==> src/hdl/yuv420_pixel_pair_to_rgba_unit_macros.svh <==
// Assertion helpers shared by the pixel pair converter.
`ifndef YUV420_PIXEL_PAIR_TO_RGBA_UNIT_MACROS_SVH
`define YUV420_PIXEL_PAIR_TO_RGBA_UNIT_MACROS_SVH

// Same-cycle implication, disabled during reset.
`define YUVRGBA_ASSERT_IMP(label, clk, rst_n, ante, cons) \
  label: assert property (@(posedge clk) disable iff (!rst_n) (ante) |-> (cons)) \
    else $error("yuvrgba assertion failed");

// Next-cycle implication, disabled during reset.
`define YUVRGBA_ASSERT_NXT(label, clk, rst_n, ante, cons) \
  label: assert property (@(posedge clk) disable iff (!rst_n) (ante) |=> (cons)) \
    else $error("yuvrgba assertion failed");

`endif

==> src/hdl/yuvrgba_pkg.sv <==
`default_nettype none

package yuvrgba_pkg;

  // Signed width of a single product term and of a channel sum
  localparam int PartW = 16;
  localparam int SumW  = 17;

  // Quotient by 64 is a shift; sums at or above 256*64 saturate
  localparam int FracBits = 6;
  localparam int ChanW    = 8;

  localparam logic [ChanW-1:0]       LumaOffset   = 8'd16;
  localparam logic [ChanW-1:0]       ChromaOffset = 8'd128;
  localparam logic signed [PartW-1:0] LumaGain    = 16'sd75;
  localparam logic signed [PartW-1:0] CrToR       = 16'sd102;
  localparam logic signed [PartW-1:0] CbToG       = -16'sd25;
  localparam logic signed [PartW-1:0] CrToG       = -16'sd52;
  localparam logic signed [PartW-1:0] CbToB       = 16'sd128;
  localparam logic [ChanW-1:0]       ChanMax      = 8'd255;
  localparam logic [ChanW-1:0]       AlphaReset   = 8'd255;

  typedef struct packed {
    logic [7:0] luma_left;
    logic [7:0] luma_right;
    logic [7:0] chroma_u;
    logic [7:0] chroma_v;
  } pair_in_t;

  typedef struct packed {
    logic [7:0] red_left;
    logic [7:0] green_left;
    logic [7:0] blue_left;
    logic [7:0] alpha_left;
    logic [7:0] red_right;
    logic [7:0] green_right;
    logic [7:0] blue_right;
    logic [7:0] alpha_right;
  } pair_out_t;

  // Chroma contributions shared by both lanes
  typedef struct packed {
    logic signed [PartW-1:0] r_part;
    logic signed [PartW-1:0] g_part;
    logic signed [PartW-1:0] b_part;
  } chroma_parts_t;

  typedef struct packed {
    logic [ChanW-1:0] red;
    logic [ChanW-1:0] green;
    logic [ChanW-1:0] blue;
  } rgb_t;

  // Truncating divide by 64 and clamp to 0..255
  function automatic logic [ChanW-1:0] clamp_channel(logic signed [SumW-1:0] s);
    logic [ChanW-1:0] res;
    if (s[SumW-1]) begin
      res = '0;
    end else if (|s[SumW-2:ChanW+FracBits]) begin
      res = ChanMax;
    end else begin
      res = s[ChanW+FracBits-1:FracBits];
    end
    return res;
  endfunction

endpackage

`default_nettype wire

==> src/hdl/yuvrgba_chroma.sv <==
`default_nettype none

module yuvrgba_chroma
  import yuvrgba_pkg::*;
(
  input  wire logic          clk_i,
  input  wire logic [7:0]    chroma_u_i,
  input  wire logic [7:0]    chroma_v_i,
  output chroma_parts_t      parts_o
);

  logic signed [8:0]       u_off, v_off;
  logic signed [PartW-1:0] u_ext, v_ext;
  chroma_parts_t           parts_d, parts_q;

  // Remove the 128 offset, then apply the constant matrix
  always_comb begin
    u_off = $signed({1'b0, chroma_u_i}) - $signed({1'b0, ChromaOffset});
    v_off = $signed({1'b0, chroma_v_i}) - $signed({1'b0, ChromaOffset});
    u_ext = PartW'(u_off);
    v_ext = PartW'(v_off);
    parts_d.r_part = v_ext * CrToR;
    parts_d.g_part = u_ext * CbToG + v_ext * CrToG;
    parts_d.b_part = u_ext * CbToB;
  end

  always_ff @(posedge clk_i) begin
    parts_q <= parts_d;
  end

  assign parts_o = parts_q;

endmodule

`default_nettype wire

==> src/hdl/yuvrgba_lane.sv <==
`default_nettype none

module yuvrgba_lane
  import yuvrgba_pkg::*;
(
  input  wire logic          clk_i,
  input  wire logic [7:0]    luma_i,
  input  wire chroma_parts_t parts_i,
  output rgb_t               rgb_o
);

  logic signed [8:0]       y_off;
  logic signed [PartW-1:0] y_term_d, y_term_q;
  logic signed [SumW-1:0]  y_sum, r_sum, g_sum, b_sum;
  rgb_t                    rgb_d, rgb_q;

  // Stage 1: luma term 75*(Y-16)
  always_comb begin
    y_off    = $signed({1'b0, luma_i}) - $signed({1'b0, LumaOffset});
    y_term_d = PartW'(y_off) * LumaGain;
  end

  always_ff @(posedge clk_i) begin
    y_term_q <= y_term_d;
  end

  // Stage 2: add chroma parts, scale and clamp each channel
  always_comb begin
    y_sum       = SumW'(y_term_q);
    r_sum       = y_sum + SumW'(parts_i.r_part);
    g_sum       = y_sum + SumW'(parts_i.g_part);
    b_sum       = y_sum + SumW'(parts_i.b_part);
    rgb_d.red   = clamp_channel(r_sum);
    rgb_d.green = clamp_channel(g_sum);
    rgb_d.blue  = clamp_channel(b_sum);
  end

  always_ff @(posedge clk_i) begin
    rgb_q <= rgb_d;
  end

  assign rgb_o = rgb_q;

endmodule

`default_nettype wire

==> src/hdl/yuv420_pixel_pair_to_rgba_unit.sv <==
// 4:2:0 pixel pair to RGBA converter (limited-range BT.601, 6-bit fixed point).
//
// Input: in_data_i carries two adjacent luma samples and their shared U/V.
// A transaction is taken on a rising edge with start high and busy low;
// busy stays low, so a new pair can enter on every clock.
// Output: res_data_o holds both RGBA pixels and is valid for exactly one
// cycle while res_valid_o is high. The receiver cannot stall the block.
// An accepted pair passes the stage 1 and stage 2 registers before the result
// strobe; throughput is one pair per clock. Two lanes (one per pixel, two
// registers deep) are fed by one shared chroma multiply stage (one register
// deep) that lines up with the second lane stage.
// Alpha comes from the configuration channel (cfg_valid_i / cfg_ready_o /
// cfg_data_i); cfg_ready_o is always high. Write it only while no pair is
// in flight.
// Reset (rst_ni low, asynchronous) clears the pipeline valid bits and sets
// alpha to 255; no results are produced until a new pair is accepted.
`default_nettype none

module yuv420_pixel_pair_to_rgba_unit
  import yuvrgba_pkg::*;
(
  input  wire logic       clk_i,
  input  wire logic       rst_ni,
  input  wire logic       start,
  output      logic       busy,
  input  wire pair_in_t   in_data_i,
  output      logic       res_valid_o,
  output pair_out_t       res_data_o,
  input  wire logic       cfg_valid_i,
  output      logic       cfg_ready_o,
  input  wire logic [7:0] cfg_data_i
);

`include "yuv420_pixel_pair_to_rgba_unit_macros.svh"

  logic          accept;
  logic          v1_q, v2_q;
  logic [7:0]    alpha_q;
  chroma_parts_t parts;
  rgb_t          rgb_left, rgb_right;

  assign busy        = 1'b0;
  assign cfg_ready_o = 1'b1;
  assign accept      = start && !busy;

  // Alpha register
  always_ff @(posedge clk_i or negedge rst_ni) begin
    if (!rst_ni) begin
      alpha_q <= AlphaReset;
    end else if (cfg_valid_i && cfg_ready_o) begin
      alpha_q <= cfg_data_i;
    end
  end

  // Valid pipeline tracking the two datapath stages
  always_ff @(posedge clk_i or negedge rst_ni) begin
    if (!rst_ni) begin
      v1_q <= 1'b0;
      v2_q <= 1'b0;
    end else begin
      v1_q <= accept;
      v2_q <= v1_q;
    end
  end

  // Shared chroma terms
  yuvrgba_chroma u_chroma (
    .clk_i      (clk_i),
    .chroma_u_i (in_data_i.chroma_u),
    .chroma_v_i (in_data_i.chroma_v),
    .parts_o    (parts)
  );

  // One lane per pixel
  yuvrgba_lane u_lane_left (
    .clk_i   (clk_i),
    .luma_i  (in_data_i.luma_left),
    .parts_i (parts),
    .rgb_o   (rgb_left)
  );

  yuvrgba_lane u_lane_right (
    .clk_i   (clk_i),
    .luma_i  (in_data_i.luma_right),
    .parts_i (parts),
    .rgb_o   (rgb_right)
  );

  // Merge lanes and alpha into the result transaction
  always_comb begin
    res_data_o.red_left    = rgb_left.red;
    res_data_o.green_left  = rgb_left.green;
    res_data_o.blue_left   = rgb_left.blue;
    res_data_o.alpha_left  = alpha_q;
    res_data_o.red_right   = rgb_right.red;
    res_data_o.green_right = rgb_right.green;
    res_data_o.blue_right  = rgb_right.blue;
    res_data_o.alpha_right = alpha_q;
  end

  assign res_valid_o = v2_q;

  // Every accepted pair advances, and nothing appears without a source
  `YUVRGBA_ASSERT_NXT(a_accept_to_s1, clk_i, rst_ni, accept, v1_q)
  `YUVRGBA_ASSERT_NXT(a_s1_to_out, clk_i, rst_ni, v1_q, res_valid_o)
  `YUVRGBA_ASSERT_NXT(a_no_spurious, clk_i, rst_ni, !v1_q, !res_valid_o)
  // Equal luma in both lanes must give identical colors
  `YUVRGBA_ASSERT_IMP(a_lanes_match, clk_i, rst_ni,
    res_valid_o && $past(in_data_i.luma_left == in_data_i.luma_right, 2),
    rgb_left == rgb_right)

endmodule

`default_nettype wire
==> config.mk <==
export PLATFORM = sky130hd
export DESIGN_NAME = yuv420_pixel_pair_to_rgba_unit
export DESIGN_NICKNAME = d
export VERILOG_FILES = /design/src/hdl/yuvrgba_pkg.sv /design/src/hdl/yuvrgba_chroma.sv /design/src/hdl/yuvrgba_lane.sv /design/src/hdl/yuv420_pixel_pair_to_rgba_unit.sv
export VERILOG_INCLUDE_DIRS = /design/src /design/src/hdl
export SDC_FILE = /design/constraint.sdc
export NUM_CORES = 1
export LEC_CHECK = 0
export BUFFER_PORTS_ARGS = -buffer_cell sky130_fd_sc_hd__buf_4
export CORE_AREA = 2 2 152 154
export CTS_CLUSTER_SIZE = 12
export DETAILED_ROUTE_END_ITERATION = 10
export DIE_AREA = 0 0 154 156
export GPL_ROUTABILITY_DRIVEN = 0
export PLACE_DENSITY_LB_ADDON = 0.2
export RECOVER_POWER = 100
export SKIP_LAST_GASP = 1
export SLEW_MARGIN = 0
export SYNTH_ARGS = -nofsm -noshare
export SYNTH_HDL_FRONTEND = slang
export SYNTH_SLANG_ARGS = --single-unit
==> constraint.sdc <==
create_clock -name clk_i -period 3.22 [get_ports clk_i]
set_clock_uncertainty 0.05 [all_clocks]
set_input_delay 0.161 -clock clk_i [delete_from_list [all_inputs] [get_ports clk_i]]
set_output_delay 0.161 -clock clk_i [all_outputs]
set_load 0.1 [all_outputs]
# --- After elaboration in Yosys (flattened, before gate mapping) ---
# Index checks and enable logic that the tools add are counted.
# Widths: inputs -> output; s select.
totals:
  elab_cells: 42
  n_memories: 0
  mem_bits_rw: 0
  mem_bits_ro: 0
  register_bits: 130
  latch_bits: 0
  inputBits: 44
  output_inout_bits: 67
classes:
  div_mod_pow: 0
  reduce_logical: 6
  eq_ne: 0
  n_lt_le_gt_ge: 0
  bitwise: 0
  n_shift: 0
  n_mul: 5
  n_addsub: 11
  muxes: 6
op_table:
  columns: ["cell", "count"]
  rows:
  - ["$add 16x16->17", 6]
  - ["$mux 8", 6]
  - ["$mul 9x8->16 const B", 2]
  - ["$sub 8x5->9 const B", 2]
  - ["$sub 8x8->9 const B", 2]
  - ["$add 16x16->16", 1]
  - ["$mul 9x6->15 const B", 1]
  - ["$mul 9x7->15 const B", 1]
  - ["$mul 9x5->14 const B", 1]
  - ["$reduce_or 2->1", 6]

# --- Logic depth before layout (Yosys ltp) ---
# Gate-level depths: netlist (run 1).
logic_depth:
  word_depth: 3
  depth_mapped: 19
  depth_no_buf: 19

# --- Cells and area by module ---
# From an unflattened synthesis (run 1), not the netlist that was laid out.
unflattened:
  hier_cells: 1374
  area_unflattened_um2: 12782.3
by_module_without_submodules:
  columns: ["module", "seq_area_each_um2", "cells_each", "n_inst", "area_each_um2"]
  rows:
  - ["yuvrgba_lane (u_lane_right)", 800.8, 488, 1, 4296.6]
  - ["yuvrgba_chroma", 760.7, 438, 1, 4174.0]
  - ["yuvrgba_lane (u_lane_left)", 800.8, 417, 1, 3837.4]
  - ["yuv420_pixel_pair_to_rgba_unit", 260.2, 31, 1, 474.2]

# --- Worst setup path after synthesis (run 1) ---
# No wires, ideal clock.
synth_timing:
  path_type: "input to register"
  startpoint: "in in_data_i[14] in the netlist's numbering"
  endpoint: "reg u_chroma.parts_q, in the netlist u_chroma.parts_o[30]"
  path_buffers: 0
  t_required_ns: 3.098
  arrival_time_ns: 4.280
  setup_ns: 0.072
  stages: 18
  slack_ns: -1.182
  cell_sequence: "inv_1 fa_1 fa_1 inv_1 fa_1 ha_1 ha_1 a21oi_1 o21ai_0 a21oi_1 o21ai_0 xnor2_1 ha_1 nand3_1 nand2_1 a41o_1 o41ai_1 xnor2_1"
synth_lines:
  columns: ["item", "line", "rtl"]
  rows:
  - ["from (decl)", "yuv420_pixel_pair_to_rgba_unit.sv:26", "input wire pair_in_t in_data_i,"]
  - ["to (signal assigned)", "yuvrgba_chroma.sv:28", "parts_q <= parts_d;"]
  - ["to (decl)", "yuvrgba_chroma.sv:14", "chroma_parts_t parts_d, parts_q;"]

==> results of run 1 <==
==> flip-flops by register name (all words and copies together) (netlist names) <==
name	flops
u_lane_left.rgb_o	24
u_chroma.parts_o	38
u_lane_right.y_term_q	16
res_valid_o	1
alpha_q	8
u_lane_left.y_term_q	16
v1_q	1
u_lane_right.rgb_o	24
==> per-stage QoR <==
stage               std cells  hold slack, ns  cell area, µm²
floorplan                1301          -0.185           12500
global placement         1845         -0.0586           14800
detailed placement       1845         -0.0576           14800
CTS                      1901         0.00372           15700
global route             1905          0.0183           15500
finish                   1905          0.0157           15500
==> path summary, 6_finish.rpt <==
check,depth (start not counted),endpoint,start
setup / recovery,18,u_chroma.parts_o[30],in_data_i[13]
hold / removal,2,alpha_q[1],cfg_valid_i
setup reg to reg,8,u_lane_left.rgb_o[21],u_chroma.parts_o[35]
hold reg to reg,0,res_valid_o,v1_q
max in group asynchronous,2,alpha_q[2],rst_ni
min in group asynchronous,2,v1_q,rst_ni
==> layout make-up <==
type | count | share of cell area (%)
Tap cell | 285 | 2.30
Multi-Input combinational cell | 934 | 57.9
Clock inverter | 13 | 0.913
Clock buffer | 18 | 2.77
Sequential cell | 128 | 16.9
Timing Repair Buffer | 302 | 13.2
Inverter | 225 | 5.91
==> per-layer routing <==
layer,vias to the layer above,global-route usage (%)
met4,0,6.28
met5,-,0
met1,4663,30.6
met3,36,3.08
met2,188,42.3
li1,5057,-
==> cells by family after synthesis <==
family,share of synthesized area [%]
buffers and inverters,7.75
AND/OR/NAND/NOR,9.47
AO/OA/AOI/OAI,15.6
adder cells (fa/ha/maj),36.7
multiplexers,1.29
flip-flops,21.7
other,0.0623
XOR/XNOR,7.41
==> synth_stat cells (all sizes together) (6+ instances only) <==
library cell | instances | area (µm²)
ha | 248 | 3100
inv | 225 | 845
dfxtp | 118 | 2360
a21oi | 83 | 423
nor2 | 74 | 278
xnor2 | 73 | 639
fa | 66 | 1320
nand2 | 40 | 150
o21ai | 36 | 180
a21o | 32 | 241
nor3 | 32 | 175
xor2 | 29 | 254
o21a | 27 | 203
nand3 | 20 | 100
nor2b | 13 | 81.3
mux2 | 12 | 135
or3 | 12 | 80.1
o41ai | 11 | 104
a211oi | 10 | 87.6
and3 | 10 | 62.6
buf | 10 | 75.1
o211ai | 10 | 80.1
o21bai | 9 | 67.6
dfstp | 8 | 210
and2 | 7 | 45.1
a31oi | 6 | 43.8
nand4 | 6 | 37.5
==> what timing repair did <==
item / 4_1_cts / 5_1_grt
setup endpoints to repair: 10 / 17
hold buffers: 21 / 0
gates resized for setup: 12 / 27
pin swaps: 14 / 21
gates cloned: 0 / 0
buffers inserted: 4 / 4
endpoints found under the hold margin: 31 / 0
==> summary.txt, run 1 <==
Run status
  – Status: finished with violations
  – Failing checks: setup timing

Detailed routing
  – Via count: 9,944
  – Per-cell routed wire length: 14.8 µm
  – Iter 0 DRT Violations: 389
  – Vias per cell: 5.22
  – Met1 wire length: 13,000 µm
  – DRT antenna net count: 0
  – Met3 wire length: between 1000 and 1500 µm
  – Routed WL: 28,200 µm
  – Highest routed layer: met4
  – DR WL met2: ~14,000 µm
  – Pre-antenna DRT Iters: 5
  – DRC: 0

Critical path
  – Crit end category: flop
  – Startpoint Class: input port
  – WP data arrival: just over 4 ns
  – Worst path bufs/invs: 3
  – CP Cell Sequence: buf_8 -> clkinvlp_4 -> fa_1 -> fa_1 -> inv_2 -> fa_1 -> ha_4 -> ha_4 -> a21oi_4 -> o21ai_1 -> xor2_1 -> ha_2 -> nor2_1 -> nor2_1 -> o41a_1 -> a41o_1 -> o41ai_2 -> xnor2_1
  – CP top delay family: adder cells
  – CP dominant cell by count: fa_1
  – CP max stage delay: 0.57 ns
  – Flop-to-flop setup slack: -0.04 ns
  – Top fanout value on the critical path: 3
  – Slowest CP cell: fa_1
  – Worst path required time: roughly 3.5 ns
  – Type of the worst setup path: in -> reg

Global route
  – Tot GR Track Use: between 20% and 30%
  – Global route overflow: 0
  – First-pass GRT wire length: 46,400 µm
  – Antenna violations before repair: 0
  – Largest net degree at the start of global routing: 17
  – Number of global-route vias before repair: 9,811

Final layout
  – Fraction of layout cells with a size suffix above 1: 21.4%
  – Most common cell after layout, fill and taps aside: ha_1
  – Layout Nets: between 1.5k and 2k
  – Sequential Area: 0.00262 mm²
  – P&R area growth vs syn: 28.4%
  – Finished Core Util: 69.2%
  – Commonest non-fill, non-tap cells in the layout: ha_1, inv_1, buf_4
  – Antenna cells: 0
  – Area of the multi-input gates: 0.00897 mm²
  – Layout fillers: 1,787

Synthesis
  – Main synth FF type: dfxtp_1
  – Post-synth EDFFs: 0
  – Sequential fraction of the synthesis area: a little over a fifth
  – Mapped Area: 0.0121 mm²
  – Yosys reg bits: between 100 and 150
  – Post-Syn Nets: 1,659
  – Mean Syn Cell Area: 9.27 µm²
  – Synth cell types: 73
  – Post-Synthesis Cells: 1,301
  – Yosys warnings: 0
  – Post-synth ARST share: under 10%

Floorplanning
  – Cell Rows: 55
  – IO Count: 111
  – Width of the die: about 150 µm
  – Area of the core: between 0.02 and 0.025 mm²
  – Die ar.: 0.0240 mm²
  – Die height: 156 µm
  – Starting Density: 53.9%

Timing
  – Setup TNS: -4.31 ns
  – Setup violations, final: 19
  – Slew headroom: 20.2%
  – Setup ws final: -0.578 ns
  – Slew Viols, Final: 0
  – Slew @ Worst Pin: 1.20 ns
  – Tcrit/Tclk final: 118%
  – Hold Vio Cnt, Final: 0
  – Fin crit period: roughly 3.8 ns
  – RSZ-0062 raised after global routing: yes
  – Max frequency: 263 MHz

Clock tree
  – CTS sink count: 128
  – Clk root buf: clkbuf_16
  – CTS H-tree depth: 4
  – Total CTS buffers: 17
  – CTS tree: done
  – Clk pin slew, worst setup/hold paths: 0.06 ns
  – Insertion delay to the later sink of the worst-skew pair: 0.43 ns
  – Clk buf depth: 2

Placement
  – Buffers on Ports: 108
  – Post-DP HPWL: 23,100 µm
  – Pre-CTS setup slack: -1.08 ns

Hold path
  – Hold WC Path Type: in -> reg

Run
  – Maxcap violations: 0
Power of run 1 is not shown: default switching activity piles up to over one toggle a cycle in this logic, so the estimate is an artifact.
==> inputs of run 2 (changes only) <==
--- a/config.mk
+++ b/config.mk
@@ -7,10 +7,10 @@
 export NUM_CORES = 1
 export LEC_CHECK = 0
 export BUFFER_PORTS_ARGS = -buffer_cell sky130_fd_sc_hd__buf_4
-export CORE_AREA = 2 2 152 154
+export CORE_AREA = 2 2 215 217
 export CTS_CLUSTER_SIZE = 12
 export DETAILED_ROUTE_END_ITERATION = 10
-export DIE_AREA = 0 0 154 156
+export DIE_AREA = 0 0 217 219
 export GPL_ROUTABILITY_DRIVEN = 0
 export PLACE_DENSITY_LB_ADDON = 0.2
 export RECOVER_POWER = 100
==> run 2 against run 1 <==
The flow still finishes with violations (setup timing). Sequential share of layout area decreased by 0.86 points. Final area grew 5.4%. Critical path type unchanged. Critical path depth decreased by 1. First-iteration DRC count is 27% lower. Setup slack got worse by 0.016 ns. Cell count grew 18%. Routed wire length is 11% higher. Critical endpoint unchanged. Die area up 98%. Non-clock buffer count is 18 higher. Clock-buffer cell count unchanged. Hold slack improved by 0.020 ns.
==> summary.txt, run 2 (synthesis results as in run 1) <==
Run status
  – Status: finished with violations (unchanged)
  – Failing checks: setup timing (unchanged)

Final layout
  – P&R area growth vs syn: 35.3% (was 28.4%)
  – Layout Nets: 1,984 (was 1,966)
  – Fraction of layout cells with a size suffix above 1: 23.2% (was 21.4%)
  – Commonest non-fill, non-tap cells in the layout: ha_1, inv_1, buf_4 (unchanged)
  – Antenna cells: 0 (unchanged)
  – Layout fillers: 4,677 (was 1,787)
  – Number of flip-flops in the largest register: 38 (unchanged)
  – Finished Core Util: 36.2% (was 69.2%)
  – Area of the multi-input gates: 0.00920 mm² (was 0.00897 mm²)
  – Sequential Area: 0.00262 mm² (unchanged)
  – Most common cell after layout, fill and taps aside: ha_1 (unchanged)
  – Finished Cell Area: 0.0163 mm² (was 0.0155 mm²)

Detailed routing
  – DRT antenna net count: 0 (unchanged)
  – Vias per cell: 4.37 (was 5.22)
  – Pre-antenna DRT Iters: 5 (unchanged)
  – DRC: 0 (unchanged)
  – Per-cell routed wire length: 14.0 µm (was 14.8 µm)
  – Routed WL: 31,400 µm (was 28,200 µm)
  – Via count: 9,793 (was 9,944)
  – Iter 0 DRT Violations: 284 (was 389)

Floorplanning
  – Area of the core: 0.0451 mm² (was 0.0224 mm²)
  – Cell Rows: 78 (was 55)
  – Starting Density: 26.7% (was 53.9%)
  – IO Count: 111 (unchanged)
  – Die ar.: 0.0475 mm² (was 0.0240 mm²)
  – Width of the die: 217 µm (was 154 µm)
  – Die height: 219 µm (was 156 µm)

Hold path
  – Hold WC Path Type: in -> reg (unchanged)

Timing
  – RSZ-0062 raised after global routing: yes (unchanged)
  – Slew @ Worst Pin: 1.24 ns (was 1.20 ns)
  – Slew headroom: 17.9% (was 20.2%)
  – Hold Vio Cnt, Final: 0 (unchanged)
  – Fin crit period: 3.81 ns (was 3.80 ns)
  – Setup ws final: -0.594 ns (was -0.578 ns)
  – Tcrit/Tclk final: 118% (about the same)
  – Slew Viols, Final: 0 (unchanged)
  – Max frequency: 262 MHz (was 263 MHz)
  – Setup violations, final: 14 (was 19)

Clock tree
  – CTS H-tree depth: 4 (unchanged)
  – Clk buf depth: 2 (unchanged)
  – CTS tree: done (unchanged)
  – Clk pin slew, worst setup/hold paths: 0.06 ns (about the same)
  – CTS sink count: 128 (unchanged)
  – Clk root buf: clkbuf_16 (unchanged)
  – Total CTS buffers: 17 (unchanged)
  – Insertion delay to the later sink of the worst-skew pair: 0.44 ns (was 0.43 ns)

Critical path
  – WP data arrival: 4.13 ns (was 4.09 ns)
  – Top fanout value on the critical path: 3 (unchanged)
  – Startpoint Class: input port (unchanged)
  – Crit end category: flop (unchanged)
  – Type of the worst setup path: in -> reg (unchanged)
  – Worst path required time: 3.53 ns (was 3.52 ns)

Placement
  – Post-DP HPWL: 26,800 µm (was 23,100 µm)
  – Pre-CTS setup slack: -1.08 ns (about the same)
  – Post-place instance area: 0.0153 mm² (was 0.0148 mm²)
  – Buffers on Ports: 108 (unchanged)

Run
  – Maxcap violations: 0 (unchanged)

Global route
  – Tot GR Track Use: 13.2% (was 23.8%)
  – First-pass GRT wire length: 49,300 µm (was 46,400 µm)
  – Global route overflow: 0 (unchanged)
  – Number of global-route vias before repair: 9,730 (was 9,811)
  – Largest net degree at the start of global routing: 17 (unchanged)
  – Antenna violations before repair: 0 (unchanged)
## run 2: cell types whose count changed in the layout (fill, tap and decap cells not counted), moves of 2 or more
cell           before  now
buf_4             182  186
buf_6               3   10
clkinv_2            4    1
dlygate4sd3_1      21   27
ha_1              224  216
ha_4               17   26
inv_1             211  205
inv_2               6   11
inv_6               1    5
o21ai_0            27   24
o21ai_1             5    8
xnor2_1            72   70
xor2_1             27   23
xor2_2              2    5
## run 2: metal layers
| metal | GRT usage (%) | wire, µm |
|---|---|---|
| met1 | 17.0 | 14900 |
| met2 | 22.7 | 15000 |
| met3 | 1.79 | 851 |
| met4 | 4.20 | 590 |
| met5 | 0 | 0 |
## run 2: final cells by class
type | instances | share of cell area, %
timing repair buffer | 320 | 13.5
tap | 600 | 4.60
sequential | 128 | 16.1
clock buffer | 18 | 2.69
inverter | 225 | 5.62
clock inverter | 14 | 1.10
multi-input combinational | 934 | 56.4
## run 2: path summary, 6_finish.rpt
kind / start / to / slack (ns) / depth (start not counted)
worst max-delay path: in_data_i[13] / u_chroma.parts_o[30] / -0.59 / 17
worst min-delay path: in_data_i[25] / u_lane_left.y_term_q[1] / 0.04 / 3
worst max register to register: u_chroma.parts_o[35] / u_lane_left.rgb_o[22] / 0.08 / 8
worst min register to register: v1_q / res_valid_o / 0.30 / 0
max in group asynchronous: rst_ni / alpha_q[3] / 2.60 / 2
min in group asynchronous: rst_ni / v1_q / 0.17 / 2
## run 2: repair_timing
item	in CTS	in global routing
resized for setup	10	76
pin swaps	13	51
gates cloned	0	0
endpoints found under the hold margin	28	0
buffers inserted	2	10
setup endpoints to repair	12	18
hold buffers	27	0
## run 2: worst max-delay path, stage by stage
cell,delay (ns)
buf_8,0.08
clkinvlp_4,0.08
fa_1,0.47
fa_1,0.51
inv_2,0.04
fa_1,0.57
ha_4,0.21
ha_4,0.26
buf_4,0.14
xor2_1,0.14
ha_1,0.31
inv_1,0.08
a21oi_1,0.05
o41a_1,0.35
a41o_1,0.28
o41ai_2,0.25
xnor2_1,0.16
## run 2: per-stage QoR
step           cells  TNS, ns  hold WS, ns
6_report        2239    -4.06       0.0355
5_1_grt         2239    -7.75       0.0346
4_1_cts         2231    -3.12       0.0138
3_5_place_dp    2170   -12.89      -0.0559
3_3_place_gp    2170   -12.36      -0.0569
2_1_floorplan   1301    -5.13       -0.185
Power of run 2 is left out for the same reason.
==> inputs of run 3 (changes only) <==
--- a/config.mk
+++ b/config.mk
@@ -14,7 +14,7 @@
 export GPL_ROUTABILITY_DRIVEN = 0
 export PLACE_DENSITY_LB_ADDON = 0.2
 export RECOVER_POWER = 100
-export SKIP_LAST_GASP = 1
+export REMOVE_ABC_BUFFERS = 1
 export SLEW_MARGIN = 0
 export SYNTH_ARGS = -nofsm -noshare
 export SYNTH_HDL_FRONTEND = slang
==> run 3 against run 2 <==
The run still ends with setup timing left. Fmax grew 1.5%. First-iteration DRC count increased by 6.7%. Global-route usage is 0.37 points higher. Critical path type unchanged. Critical endpoint is now u_chroma.parts_o[29]. Largest cell class unchanged.
==> summary.txt, run 3 (synthesis results as in run 1) <==
Detailed routing
  – Iter 0 DRT Violations: 303 (was 284)
  – Vias per cell: 4.34 (was 4.37)
  – DRC: 0 (unchanged)
  – Via count: 9,844 (was 9,793)
  – Pre-antenna DRT Iters: 4 (was 5)
  – DRT antenna net count: 0 (unchanged)
  – Per-cell routed wire length: 14.0 µm (about the same)
  – Routed WL: 31,600 µm (was 31,400 µm)

Final layout
  – Final cell count without fillers: 2,266 (was 2,239)
  – Finished Core Util: 37.2% (was 36.2%)
  – P&R area growth vs syn: 39.2% (was 35.3%)
  – Number of flip-flops in the largest register: 38 (unchanged)
  – Fraction of layout cells with a size suffix above 1: 30.3% (was 23.2%)
  – Layout Nets: 2,011 (was 1,984)
  – Most common cell after layout, fill and taps aside: buf_4 (was ha_1)
  – Antenna cells: 0 (unchanged)
  – Commonest non-fill, non-tap cells in the layout: buf_4, ha_1, inv_1 (was ha_1, inv_1, buf_4)

Critical path
  – Crit end category: flop (unchanged)
  – RR Endpoint: u_lane_left.rgb_o[2] (was u_lane_left.rgb_o[22])
  – Type of the worst setup path: in -> reg (unchanged)
  – Worst path required time: 3.49 ns (was 3.53 ns)
  – Flop-to-flop setup slack: 0.40 ns (was 0.08 ns)
  – WP data arrival: 4.03 ns (was 4.13 ns)
  – Reg-to-reg startpoint: u_chroma.parts_o[16] (was u_chroma.parts_o[35])
  – CP startpoint: in_data_i[14] (was in_data_i[13])
  – Top fanout value on the critical path: 4 (was 3)
  – Critical path capture point: u_chroma.parts_o[29] (was u_chroma.parts_o[30])
  – Startpoint Class: input port (unchanged)
  – Cell depth of the worst flop-to-flop path: 10 (was 8)

Timing
  – Slew @ Worst Pin: 0.682 ns (was 1.24 ns)
  – Setup TNS: -2.74 ns (was -4.06 ns)
  – RSZ-0062 raised after global routing: yes (unchanged)
  – Setup violations, final: 9 (was 14)
  – Setup ws final: -0.539 ns (was -0.594 ns)
  – Max frequency: 266 MHz (was 262 MHz)
  – WHS: 0.0450 ns (was 0.0355 ns)
  – Tcrit/Tclk final: 117% (was 118%)
  – Slew Viols, Final: 0 (unchanged)
  – Slew headroom: 53.9% (was 17.9%)
  – Hold Vio Cnt, Final: 0 (unchanged)
  – Fin crit period: 3.76 ns (was 3.81 ns)

Floorplanning
  – Die height: 219 µm (unchanged)
  – Area of the core: 0.0451 mm² (unchanged)
  – Cell Rows: 78 (unchanged)
  – Width of the die: 217 µm (unchanged)
  – IO Count: 111 (unchanged)
  – Starting Density: 26.7% (unchanged)
  – Die ar.: 0.0475 mm² (unchanged)

Placement
  – Placed cell count: 2,187 (was 2,170)
  – Post-DP HPWL: 26,800 µm (about the same)
  – Buffers on Ports: 108 (unchanged)

Global route
  – Tot GR Track Use: 13.5% (was 13.2%)
  – Antenna violations before repair: 0 (unchanged)
  – Largest net degree at the start of global routing: 17 (unchanged)
  – First-pass GRT wire length: 50,400 µm (was 49,300 µm)
  – Number of global-route vias before repair: 10.1k (was 9,730)
  – Global route overflow: 0 (unchanged)

Clock tree
  – CTS sink count: 128 (unchanged)
  – CTS tree: done (unchanged)
  – Insertion delay to the later sink of the worst-skew pair: 0.44 ns (about the same)
  – Clk root buf: clkbuf_16 (unchanged)
  – Clk pin slew, worst setup/hold paths: 0.07 ns (was 0.06 ns)
  – Total CTS buffers: 17 (unchanged)
  – CTS H-tree depth: 4 (unchanged)
  – Clk buf depth: 2 (unchanged)

Run status
  – Failing checks: setup timing (unchanged)
  – Status: finished with violations (unchanged)

Run
  – Maxcap violations: 0 (unchanged)

Hold path
  – Hold WC Path Type: in -> reg (unchanged)
-- run 3: cell count changes in the layout (fill, tap and decap cells not counted), sizes merged --
| cell | previous run | this run |
|---|---|---|
| clkinvlp | 4 | 6 |
| buf | 198 | 309 |
| clkbuf | 113 | 28 |
| bufinv | 3 | 1 |
| clkinv | 4 | 5 |
-- run 3: final cells by class --
class / instances / area (µm²)
Clock buffer: 17 / 425
Clock inverter: 15 / 138
Fill cell: 4631 / 28300
Inverter: 225 / 862
Multi-Input combinational cell: 934 / 9260
Sequential cell: 128 / 2620
Tap cell: 600 / 751
Timing Repair Buffer: 347 / 2730
-- run 3: how the worst min path moves through the flow --
stage | startpoint | end | slack (ns) | cells after the start
floorplan | rst_ni | res_valid_o | -0.18 | 0
global placement | rst_ni | v1_q | -0.06 | 1
detailed placement | rst_ni | res_valid_o | -0.05 | 1
CTS | rst_ni | res_valid_o | 0.02 | 2
global route | in_data_i[17] | u_lane_right.y_term_q[1] | 0.03 | 3
finish | in_data_i[17] | u_lane_right.y_term_q[1] | 0.04 | 3
-- run 3: timing repair --
item	4_1_cts	5_1_grt
setup buffers	14	8
endpoints found under the setup margin	19	18
resized for setup	107	62
endpoints found under the hold margin	28	0
hold buffers	27	0
pin swaps	74	62
-- run 3: per-layer routing --
metal  GRT usage [%]  up-vias  share of wire [%]
li1                -     5137                  -
met1            17.1     4570                 47
met2            23.8      113                 49
met3            2.00       24                2.9
met4            3.84        0                1.4
met5               0        -                  0
-- run 3: per-stage QoR --
step	instance area, µm²	setup slack, ns
after detailed placement	15000	-1.33
after global routing	16800	-0.665
final	16800	-0.539
after CTS	16400	-0.487
after global placement	15000	-1.32
after floorplan	12000	-1.18
-- run 3: worst max-delay path, stage by stage --
cell and delay (ns):
buf_8 0.08, inv_4 0.03, fa_1 0.49, fa_1 0.51
inv_2 0.04, fa_1 0.47, ha_4 0.30, ha_4 0.22
a21oi_4 0.16, o21ai_2 0.08, a21oi_2 0.17, buf_4 0.15
xnor2_2 0.06, ha_1 0.36, and3_4 0.19, a211oi_2 0.18
buf_4 0.16, o21bai_1 0.07, xor2_1 0.15
Power of run 3 is left out for the same reason.
